File: config.mk
export PLATFORM = sky130hd
export DESIGN_NAME = vpv_div_stage
export DESIGN_NICKNAME = d
export VERILOG_FILES = /design/src/rtl/vpv_pkg.sv /design/src/rtl/vpv_div_stage.sv
export SDC_FILE = /design/constraint.sdc
export NUM_CORES = 1
export LEC_CHECK = 0
export ABC_AREA = 1
export BUFFER_PORTS_ARGS = -buffer_cell sky130_fd_sc_hd__buf_2
export CAP_MARGIN = 20
export CORE_MARGIN = 2
export CORE_UTILIZATION = 40
export CTS_CLUSTER_DIAMETER = 120
export DETAILED_ROUTE_END_ITERATION = 6
export GPL_TIMING_DRIVEN = 0
export PLACE_DENSITY = 0.74
export SLEW_MARGIN = 30
export SYNTH_ARGS = -nofsm -noshare
export SYNTH_HDL_FRONTEND = slang
export SYNTH_SLANG_ARGS = --single-unit
File: constraint.sdc
create_clock -name clock -period 1.8 [get_ports clock]
set_input_delay 0.09 -clock clock [delete_from_list [all_inputs] [get_ports clock]]
set_output_delay 0.09 -clock clock [all_outputs]
set_load 0.05 [all_outputs]
File: src/rtl/vpv_pkg.sv
`default_nettype none
package vpv_pkg;

   localparam int COORD_W = 32;
   localparam int ENTRY_W = 16;
   localparam int PROD_W  = COORD_W + ENTRY_W;
   localparam int CLIP_W  = 50;
   localparam int DEN_W   = CLIP_W + 1;
   localparam int REM_W   = DEN_W;
   localparam int QUO_W   = 33;
   localparam int DIV_STAGES = QUO_W;
   localparam int PIX_W   = 16;
   localparam int CSR_IDX_W = 3;
   localparam int CSR_DATA_W = 64;

   localparam logic [CSR_IDX_W-1:0] CSR_ROW0   = 3'd0;
   localparam logic [CSR_IDX_W-1:0] CSR_ROW1   = 3'd1;
   localparam logic [CSR_IDX_W-1:0] CSR_ROW2   = 3'd2;
   localparam logic [CSR_IDX_W-1:0] CSR_ROW3   = 3'd3;
   localparam logic [CSR_IDX_W-1:0] CSR_ORIGIN = 3'd4;
   localparam logic [CSR_IDX_W-1:0] CSR_EXTENT = 3'd5;

   localparam logic [63:0] ROW0_RESET = 64'h0000_0000_0000_0800;
   localparam logic [63:0] ROW1_RESET = 64'h0000_0000_0800_0000;
   localparam logic [63:0] ROW2_RESET = 64'h0000_0800_0000_0000;
   localparam logic [63:0] ROW3_RESET = 64'h0800_0000_0000_0000;

   typedef logic [63:0] row_type;

   typedef struct packed {
      logic             valid;
      logic             reject;
      logic [DEN_W-1:0] den;
      logic [REM_W-1:0] rem_x;
      logic [REM_W-1:0] rem_y;
      logic [QUO_W-1:0] quo_x;
      logic [QUO_W-1:0] quo_y;
   } div_type;

endpackage
`default_nettype wire

File: src/rtl/vpv_div_stage.sv
`default_nettype none
module vpv_div_stage #(
   parameter bit FIRST = 1'b0
) (
   input  wire              clock,
   input  wire              reset,
   input  vpv_pkg::div_type stage_in,
   output vpv_pkg::div_type stage_out
);
   import vpv_pkg::*;

   div_type          out_ff;
   div_type          out_in;
   logic [REM_W:0]   rx;
   logic [REM_W:0]   ry;
   logic [REM_W:0]   dd;
   logic             gx;
   logic             gy;
   logic [REM_W:0]   sx;
   logic [REM_W:0]   sy;

   always_comb begin
      dd = {1'b0, stage_in.den};
      rx = FIRST ? {1'b0, stage_in.rem_x} : {stage_in.rem_x, 1'b0};
      ry = FIRST ? {1'b0, stage_in.rem_y} : {stage_in.rem_y, 1'b0};
      gx = rx >= dd;
      gy = ry >= dd;
      sx = gx ? rx - dd : rx;
      sy = gy ? ry - dd : ry;
      out_in        = stage_in;
      out_in.rem_x  = sx[REM_W-1:0];
      out_in.rem_y  = sy[REM_W-1:0];
      out_in.quo_x  = {stage_in.quo_x[QUO_W-2:0], gx};
      out_in.quo_y  = {stage_in.quo_y[QUO_W-2:0], gy};
   end

   always_ff @(posedge clock) begin
      if (reset) begin
         out_ff <= '0;
      end else begin
         out_ff <= out_in;
      end
   end

   assign stage_out = out_ff;

endmodule
`default_nettype wire

==> flow_metrics.env <==
export IMPL_status="finished, violations left"
export IMPL_violations="negative setup slack"
export IMPL_path_class="in2reg"
export IMPL_largest_reg_flops=221
export IMPL_synthToLayoutAreaGrowth_pct=49.9
export IMPL_synthCells=2799
export IMPL_grt_max_degree=15
export IMPL_synth_area_um2=16300
export IMPL_critical_path_required_ps=2280
export IMPL_dieArea_um2=42400
export IMPL_maxCapViolCount=0
export IMPL_setup_ws_ps=-48.2
export IMPL_final_max_slew_viol_count=0
export IMPL_yosys_warnings=0
export IMPL_setup_viol=24
export IMPL_worstPathArrival_ps=2320
export IMPL_post_drt_wl_per_cell_um=17.9
export IMPL_rsz0062_at_grt="yes"
export IMPL_hold_path_depth=4
export IMPL_power_density_nw_per_um2=771
export IMPL_clockRootBuffer="clkbuf_16"
export IMPL_end_kind="flip-flop"
export IMPL_leakage_nw=13.9
export IMPL_first_iter_violations=1659
export IMPL_tns_ps=-372
export IMPL_track_usage=0.324
export IMPL_crit_path_start_kind="input port"
export IMPL_drive_gt1_frac=0.258
export IMPL_fp_row_count=73
export IMPL_overflow=0
export IMPL_synth_cell_types=41
export IMPL_synth_area_per_cell_um2=5.83
export IMPL_num_vias=20200
export IMPL_grt_pass1_vias=19000
export IMPL_hp_class="in2reg"
export IMPL_hold_slack_ps=23.4
export IMPL_holdPathEnd="stage_out[118]"
export IMPL_period_needed_ps=1850
export IMPL_grt_antenna_before_repair=9
export IMPL_crit_fanout=6
export IMPL_via_per_inst=4.92
export IMPL_clk_pin_slew_ps=60
export IMPL_clk_path_buf_depth=3
export IMPL_synth_top_area_frac=0.271
export IMPL_hp_start="stage_in[117]"
export IMPL_grt_pass1_wl_um=105000
export IMPL_max_slew_worst_pin_slew_ps=992
export IMPL_cts_sinks=221
export IMPL_seq_area_frac_synth=0.271
export IMPL_synth_area_leaders="dfxtp_1 27%, nand2_1 22%, inv_1 14%, nor2_1 8.4%, ha_1 7.8%"
export IMPL_vdd_drop_max_uv=653
export IMPL_syn_nets=3126
export IMPL_die_y_um=206
export IMPL_fmax_ghz=0.541
export IMPL_ant_nets=0
export IMPL_fp_dieW_um=206
export IMPL_initial_utilization=0.408
export IMPL_ys_seq_elements=221
export IMPL_io_buffers=440
export IMPL_slew_headroom=0.338
export IMPL_numCtsBuffers=25
export IMPL_routed_wirelength_um=73500
export IMPL_synth_area_leader_cell="dfxtp_1"
export IMPL_drc=0
export IMPL_layout_common_cells="916 x nand2_1, 546 x inv_1, 439 x buf_2, 320 x nor2_1, 221 x dfxtp_1"
export IMPL_io_pins=444
export IMPL_nets=3882
export IMPL_first_pass_iters=6
export IMPL_fp_coreArea_um2=40000
export IMPL_cts_max_level=1
export IMPL_hpwl_um=54700
export IMPL_cts_tree="yes"
export IMPL_hold_viol_final=0
export IMPL_final_common_cell="nand2_1"
export IMPL_final_period_utilization=1.03
export IMPL_gp_congestion=1.05
kinds of logic (layout without fill, tap and decap cells):
kind of cell,after synthesis,count (layout),synth area share
AND/OR/NAND/NOR,1628,1628,0.413
buffers and inverters,656,1431,0.158
flip-flops,221,221,0.271
AO/OA/AOI/OAI,140,140,0.0506
adder cells (fa/ha/maj),104,104,0.0807
XOR/XNOR,50,50,0.0268
other,0,8,0
worst max-delay path, cell delays in order:
cell and delay, ps:
buf_6 70, clkinvlp_4 130, buf_6 150, fa_2 400, nand2_2 80, nand3_2 80
and2_4 160, nand3_4 90, nand3b_4 110, nand3b_1 210, nand2_8 130, buf_12 170
buf_12 140, buf_4 140, nor2_2 110, nor2_1 50
report_power, final:
group / switching [mW] / total [mW] / internal [mW]
registers: 0.143 / 5.50 / 5.35
logic: 5.31 / 7.97 / 2.66
clock network: 2.38 / 5.40 / 3.02
worst max-delay path by stage:
stage                   from        endpoint  slack (ps)  depth (start not counted)
6_report       stage_in[169]   stage_out[98]         -50                         16
5_1_grt        stage_in[176]   stage_out[98]         -90                         18
4_1_cts        stage_in[200]  stage_out[159]         -50                         14
3_5_place_dp   stage_in[216]  stage_out[111]       -1060                         15
3_3_place_gp   stage_in[216]  stage_out[111]       -1080                         15
2_1_floorplan  stage_in[191]  stage_out[127]          30                         13
what timing repair did:
action | CTS | global route
resized for setup | 105 | 275
buffers inserted | 26 | 40
hold buffers | 215 | 1
pin swaps | 19 | 80
setup endpoints to repair | 103 | 104
hold endpoints to repair | 218 | 1
cloned | 2 | 7
Yosys cell counts, drive strengths merged:
master,instances
a21oi,62
or2,4
clkinv,1
nand4,25
dfxtp,221
nor4,3
ha,102
o21a,4
and2,14
xnor2,2
clkbuf,24
nand3,133
o21bai,43
nor2,422
nor3,21
fa,2
buf,20
inv,611
and3,1
xor2,48
o21ai,31
nand3b,18
nand2,987
layout make-up:
cell class              count  area (um2)
fillers                  3635       15500
multi-input cells        1922       10600
repair buffers            731        5150
flip-flops and latches    221        4420
inverters                 612        2380
clock buffers              30         674
well taps                 525         657
plain buffers              42         364
clock inverters            16         178
diodes                      8        20.0
layer usage:
metal | up-vias | GRT usage | part of all wire
met5 | - | 0 | 0.00015
met4 | 2 | 0.157 | 0.057
met3 | 250 | 0.0558 | 0.080
met2 | 935 | 0.562 | 0.48
met1 | 9193 | 0.387 | 0.38
li1 | 9835 | - | -
stage by stage:
stage                util  instance area, um2  setup slack [ps]  power, mW  std cells
finish              0.611               24500             -48.2       18.9       4107
global route        0.611               24500             -88.2       19.7       4103
CTS                 0.574               22900             -53.5       18.1       4053
detailed placement  0.479               19200             -1060       12.1       3764
global placement    0.479               19200             -1080       12.0       3764
floorplan               -               16300              26.7       10.2       2799
No activity file was read; power rests on OpenSTA's default activity.
