==> src/rtl/vpv_pkg.sv <==
`default_nettype none
package vpv_pkg;

   localparam int COORD_W = 32;
   localparam int ENTRY_W = 16;
   localparam int PROD_W  = COORD_W + ENTRY_W;
   localparam int CLIP_W  = 50;
   localparam int DEN_W   = CLIP_W + 1;
   localparam int REM_W   = DEN_W;
   localparam int QUO_W   = 33;
   localparam int DIV_STAGES = QUO_W;
   localparam int PIX_W   = 16;
   localparam int CSR_IDX_W = 3;
   localparam int CSR_DATA_W = 64;

   localparam logic [CSR_IDX_W-1:0] CSR_ROW0   = 3'd0;
   localparam logic [CSR_IDX_W-1:0] CSR_ROW1   = 3'd1;
   localparam logic [CSR_IDX_W-1:0] CSR_ROW2   = 3'd2;
   localparam logic [CSR_IDX_W-1:0] CSR_ROW3   = 3'd3;
   localparam logic [CSR_IDX_W-1:0] CSR_ORIGIN = 3'd4;
   localparam logic [CSR_IDX_W-1:0] CSR_EXTENT = 3'd5;

   localparam logic [63:0] ROW0_RESET = 64'h0000_0000_0000_0800;
   localparam logic [63:0] ROW1_RESET = 64'h0000_0000_0800_0000;
   localparam logic [63:0] ROW2_RESET = 64'h0000_0800_0000_0000;
   localparam logic [63:0] ROW3_RESET = 64'h0800_0000_0000_0000;

   typedef logic [63:0] row_type;

   typedef struct packed {
      logic             valid;
      logic             reject;
      logic [DEN_W-1:0] den;
      logic [REM_W-1:0] rem_x;
      logic [REM_W-1:0] rem_y;
      logic [QUO_W-1:0] quo_x;
      logic [QUO_W-1:0] quo_y;
   } div_type;

endpackage
`default_nettype wire

==> src/rtl/vpv_map.sv <==
`default_nettype none
module vpv_map (
   input  wire                        clock,
   input  wire                        reset,
   input  vpv_pkg::div_type           map_in,
   input  wire  [31:0]                origin,
   input  wire  [31:0]                extent,
   output logic                       out_valid,
   output logic [vpv_pkg::PIX_W-1:0]  out_x,
   output logic [vpv_pkg::PIX_W-1:0]  out_y,
   output logic                       out_on
);
   import vpv_pkg::*;

   localparam int MUL_W = QUO_W + PIX_W;

   logic [MUL_W-1:0] mx_ff;
   logic [MUL_W-1:0] my_ff;
   logic             v_ff;
   logic             rej_ff;
   logic [MUL_W:0]   rx;
   logic [MUL_W:0]   ry;
   logic [17:0]      sx;
   logic [17:0]      sy;
   logic [17:0]      lx;
   logic [17:0]      ly;
   logic             vis;
   logic             valid_ff;
   logic [PIX_W-1:0] x_ff;
   logic [PIX_W-1:0] y_ff;
   logic             on_ff;

   always_comb begin
      rx  = {1'b0, mx_ff} + (MUL_W+1)'(64'h8000_0000);
      ry  = {1'b0, my_ff} + (MUL_W+1)'(64'h8000_0000);
      sx  = {2'b00, origin[15:0]} + rx[MUL_W:32];
      sy  = {2'b00, origin[31:16]} + ry[MUL_W:32];
      lx  = {2'b00, origin[15:0]} + {2'b00, extent[15:0]};
      ly  = {2'b00, origin[31:16]} + {2'b00, extent[31:16]};
      vis = !rej_ff && (sx <= lx) && (sy <= ly) && (sx[17:16] == 2'b00)
          && (sy[17:16] == 2'b00);
   end

   always_ff @(posedge clock) begin
      mx_ff  <= map_in.quo_x * extent[15:0];
      my_ff  <= map_in.quo_y * extent[31:16];
      rej_ff <= map_in.reject;
      x_ff   <= vis ? sx[PIX_W-1:0] : '0;
      y_ff   <= vis ? sy[PIX_W-1:0] : '0;
      on_ff  <= vis;
      if (reset) begin
         v_ff     <= 1'b0;
         valid_ff <= 1'b0;
      end else begin
         v_ff     <= map_in.valid;
         valid_ff <= v_ff;
      end
   end

   assign out_valid = valid_ff;
   assign out_x     = x_ff;
   assign out_y     = y_ff;
   assign out_on    = on_ff;

endmodule
`default_nettype wire

==> config.mk <==
export PLATFORM = sky130hd
export DESIGN_NAME = vpv_map
export DESIGN_NICKNAME = d
export VERILOG_FILES = /design/src/rtl/vpv_pkg.sv /design/src/rtl/vpv_map.sv
export SDC_FILE = /design/constraint.sdc
export NUM_CORES = 2
export LEC_CHECK = 0
export BUFFER_PORTS_ARGS = -buffer_cell sky130_fd_sc_hd__buf_4
export CAP_MARGIN = 30
export CORE_ASPECT_RATIO = 1.75
export CORE_MARGIN = 10
export CORE_UTILIZATION = 60
export CTS_CLUSTER_DIAMETER = 80
export CTS_CLUSTER_SIZE = 40
export DETAILED_ROUTE_END_ITERATION = 7
export MAX_ROUTING_LAYER = met4
export PLACE_DENSITY = 0.91
export SYNTH_ARGS = -nofsm -noshare
export SYNTH_HDL_FRONTEND = slang
export SYNTH_SLANG_ARGS = --single-unit
==> constraint.sdc <==
create_clock -name clock -period 9.3 [get_ports clock]
set_clock_uncertainty 0.15 [all_clocks]
set_input_delay 1.395 -clock clock [delete_from_list [all_inputs] [get_ports clock]]
set_output_delay 1.395 -clock clock [all_outputs]
set_load 0.02 [all_outputs]
==> reports/qor.csv <==
stage;metric;value;unit
worst_setup_path;worst_path_max_delay_cell;fa_1;
timing;maxSlewViolCount;0;
clocking;clock_sinks;72;
clocking;h-tree-depth;3;
outcome;outcome;finished, final reports clean;
logic_synthesis;yosysSeqAreaShare;0.0390;
worst_setup_path;r2r_setup_slack;2570;ps
global_routing;grt_pass1_wl;171;mm
floorplan;initial_core_util;0.605;
worst_setup_path;cp_cell_sequence;buf_4, nand2_1, fa_1, inv_1, fa_1, inv_1, fa_1, inv_1, fa_1, fa_1, inv_1, fa_1, inv_1, ha_1, nand4_1, a2111o_1, a211oi_1, a21oi_1, buf_4, o211ai_1, a21oi_1, o31ai_1, a21oi_1, xnor2_1;
worst_setup_path;arrival;8130;ps
global_routing;antenna_found_initial;13;
clocking;ctsResizeCount;0;
logic_synthesis;ys_warn_count;0;
floorplan;die-area;72300;µm²
placement;place.gp.congestion;0.968;
timing;post-route-min-period;8010;ps
timing;setup_viol;0;
clocking;insertion_delay;370;ps
logic_synthesis;yosysTopAreaCellShare;0.469;
logic_synthesis;ys.flop_type;dfxtp_1;
timing;post-route-period-util;0.862;
worst_setup_path;crit_buf_inv;7;
logic_synthesis;synth_common_cells;946 x inv_1, 866 x fa_1, 674 x nand2_1;
route;first_pass_iters;6;
timing;hold_viol;0;
clocking;post_cts.repair.setup_buffers;0;
worst_setup_path;cp_top_family;adder cells;
cells_and_area;final_layout_size_suffix_gt1_frac;0.0505;
global_routing;grt_max_degree;36;
route;drtAntennaViolNets;0;
timing;worst_pin_slew;1200;ps
logic_synthesis;synth_area_leaders;fa_1 47%, ha_1 11%, inv_1 9.6%, and2_1 7.4%, nand2_1 6.8%;
logic_synthesis;netlist_instances;4192;
clocking;cts_tree;yes;
route;drtIter0Drc;2247;
logic_synthesis;ys_seq_elements;72;
placement;postPlaceCellArea;38600;µm²
global_routing;overflow;0;
route;num_vias;30000;
worst_setup_path;crit_type;input port to flip-flop;
clocking;root_buffer;clkbuf_16;
logic_synthesis;synth.largest_area_cell;fa_1;
placement;numPortBuffers;167;
worst_setup_path;max_stage_delay;550;ps
clocking;cts_hold_buf;0;
logic_synthesis;synth.most_common_cell;inv_1;
route;routedWlPerCell;21.1;µm
clocking;clk_pin_slew;80;ps
route;drt-total-wl;106;mm
min_path;hold_class;flip-flop to flip-flop;
floorplan;boundaryPins;321;
worst_setup_path;crit_top_cell;fa_1;
global_routing;track_usage;0.306;
timing;rsz0062_at_grt;no;
worst_setup_path;crit_required;9410;ps
logic_synthesis;synthArstFlopShare;0;
floorplan;core-area;61100;µm²
clocking;numCtsBuffers;9;
cells_and_area;nets;5698;
route;drc;0;
clocking;clock_path_buffers;2;
worst_setup_path;cp-start-kind;input port;
timing;tns;0;ps
logic_synthesis;syn_nets;5681;
logic_synthesis;yosys.cell_types.count;66;
cells_and_area;area_growth;5.45;%
logic_synthesis;avgSynthCellArea;8.82;µm²
timing;relSlewSlack;0.196;
route;routed_via_density;5.97;
logic_synthesis;synth_area;37000;µm²
floorplan;rows;120;
global_routing;grt_pass1_vias;34500;
floorplan;fp.dieH;348;µm
worst_setup_path;end_kind;flip-flop;
floorplan;fp.dieW;208;µm
logic_synthesis;synth_edf_count;0;
cells_and_area;fin_area;39000;µm²
placement;hpwl;83.3;mm
flow_run;maxCapViolations;0;
worst_setup_path;path_max_fanout;34;
timing;fin_worst_hold_slack;299;ps
timing;max_freq;125;MHz
-- per-layer routing --
metal	GRT usage	up-vias	routed length (µm)
met2	0.543	1882	54900
met3	0.0616	784	10400
met4	0.232	0	10100
met5	-	-	0
met1	0.287	14800	30800
li1	-	12500	-
-- worst register-to-register path, delay by kind of cell, from the launching register on --
family / cells / cell delay (ps)
buffers and inverters: 1 / 270
adder cells (fa/ha/maj): 2 / 640
AO/OA/AOI/OAI: 7 / 1710
AND/OR/NAND/NOR: 11 / 3000
XOR/XNOR: 2 / 440
flip-flops: 1 / 440
-- layout by cell type (no fill, tap or decap), types with 4 or more instances in the layout --
master,instances
inv_1,946
fa_1,866
nand2_1,674
and2_1,436
ha_1,336
buf_4,170
nor2_1,91
a21oi_1,86
xnor2_1,80
dfxtp_1,72
a21o_1,50
o21ai_0,48
xor2_1,39
nand3_1,36
nor3_1,33
nor2b_1,25
nand4_1,22
diode_2,16
a211oi_1,16
o21a_1,15
and3_1,14
nand2b_1,12
o21bai_1,10
a31oi_1,10
or2_2,9
nor4b_1,9
clkbuf_16,9
o211ai_1,8
and4_1,7
or3_1,6
o41ai_1,6
nor4_1,6
o31a_1,4
a2111oi_0,4
-- final timing paths --
check / startpoint / end / depth (start not counted)
worst min-delay path: v_ff / out_valid / 1
worst min register to register: v_ff / out_valid / 1
worst max-delay path: extent[1] / mx_ff[48] / 24
worst max register to register: my_ff[33] / out_x[7] / 23
-- logic make-up (layout without fill, tap and decap cells) --
group,after synthesis,in the layout,share of synthesized area
AND/OR/NAND/NOR,1389,1389,0.183
adder cells (fa/ha/maj),1202,1202,0.583
buffers and inverters,1111,1133,0.113
AO/OA/AOI/OAI,295,295,0.0527
XOR/XNOR,120,120,0.0286
flip-flops,72,72,0.0390
multiplexers,3,3,0.000846
other,0,16,0
-- flip-flops by register name, indices dropped and copies added (netlist names) --
signal,flops
v_ff,1
out_on,1
mx_ff,18
out_valid,1
rej_ff,1
out_x,16
out_y,16
my_ff,18
-- layout make-up --
type | count | area [µm²]
diodes | 16 | 40.0
clock buffers | 9 | 225
clock inverters | 7 | 103
fillers | 4562 | 22100
inverters | 946 | 3550
multi-input cells | 3009 | 31300
flip-flops and latches | 72 | 1440
well taps | 793 | 992
repair buffers | 171 | 1290
-- metrics by stage --
| stage | setup WS [ps] | cells | util |
|---|---|---|---|
| after floorplan | 1870 | 4192 | - |
| after global placement | 1210 | 4990 | 0.632 |
| after detailed placement | 1030 | 4991 | 0.632 |
| after CTS | 1380 | 5007 | 0.637 |
| after global routing | 826 | 5023 | 0.638 |
| final | 1290 | 5023 | 0.638 |
Power is left out: the tool's default activity adds up to more than one toggle a clock period on the data nets, which glitch-free logic cannot reach.
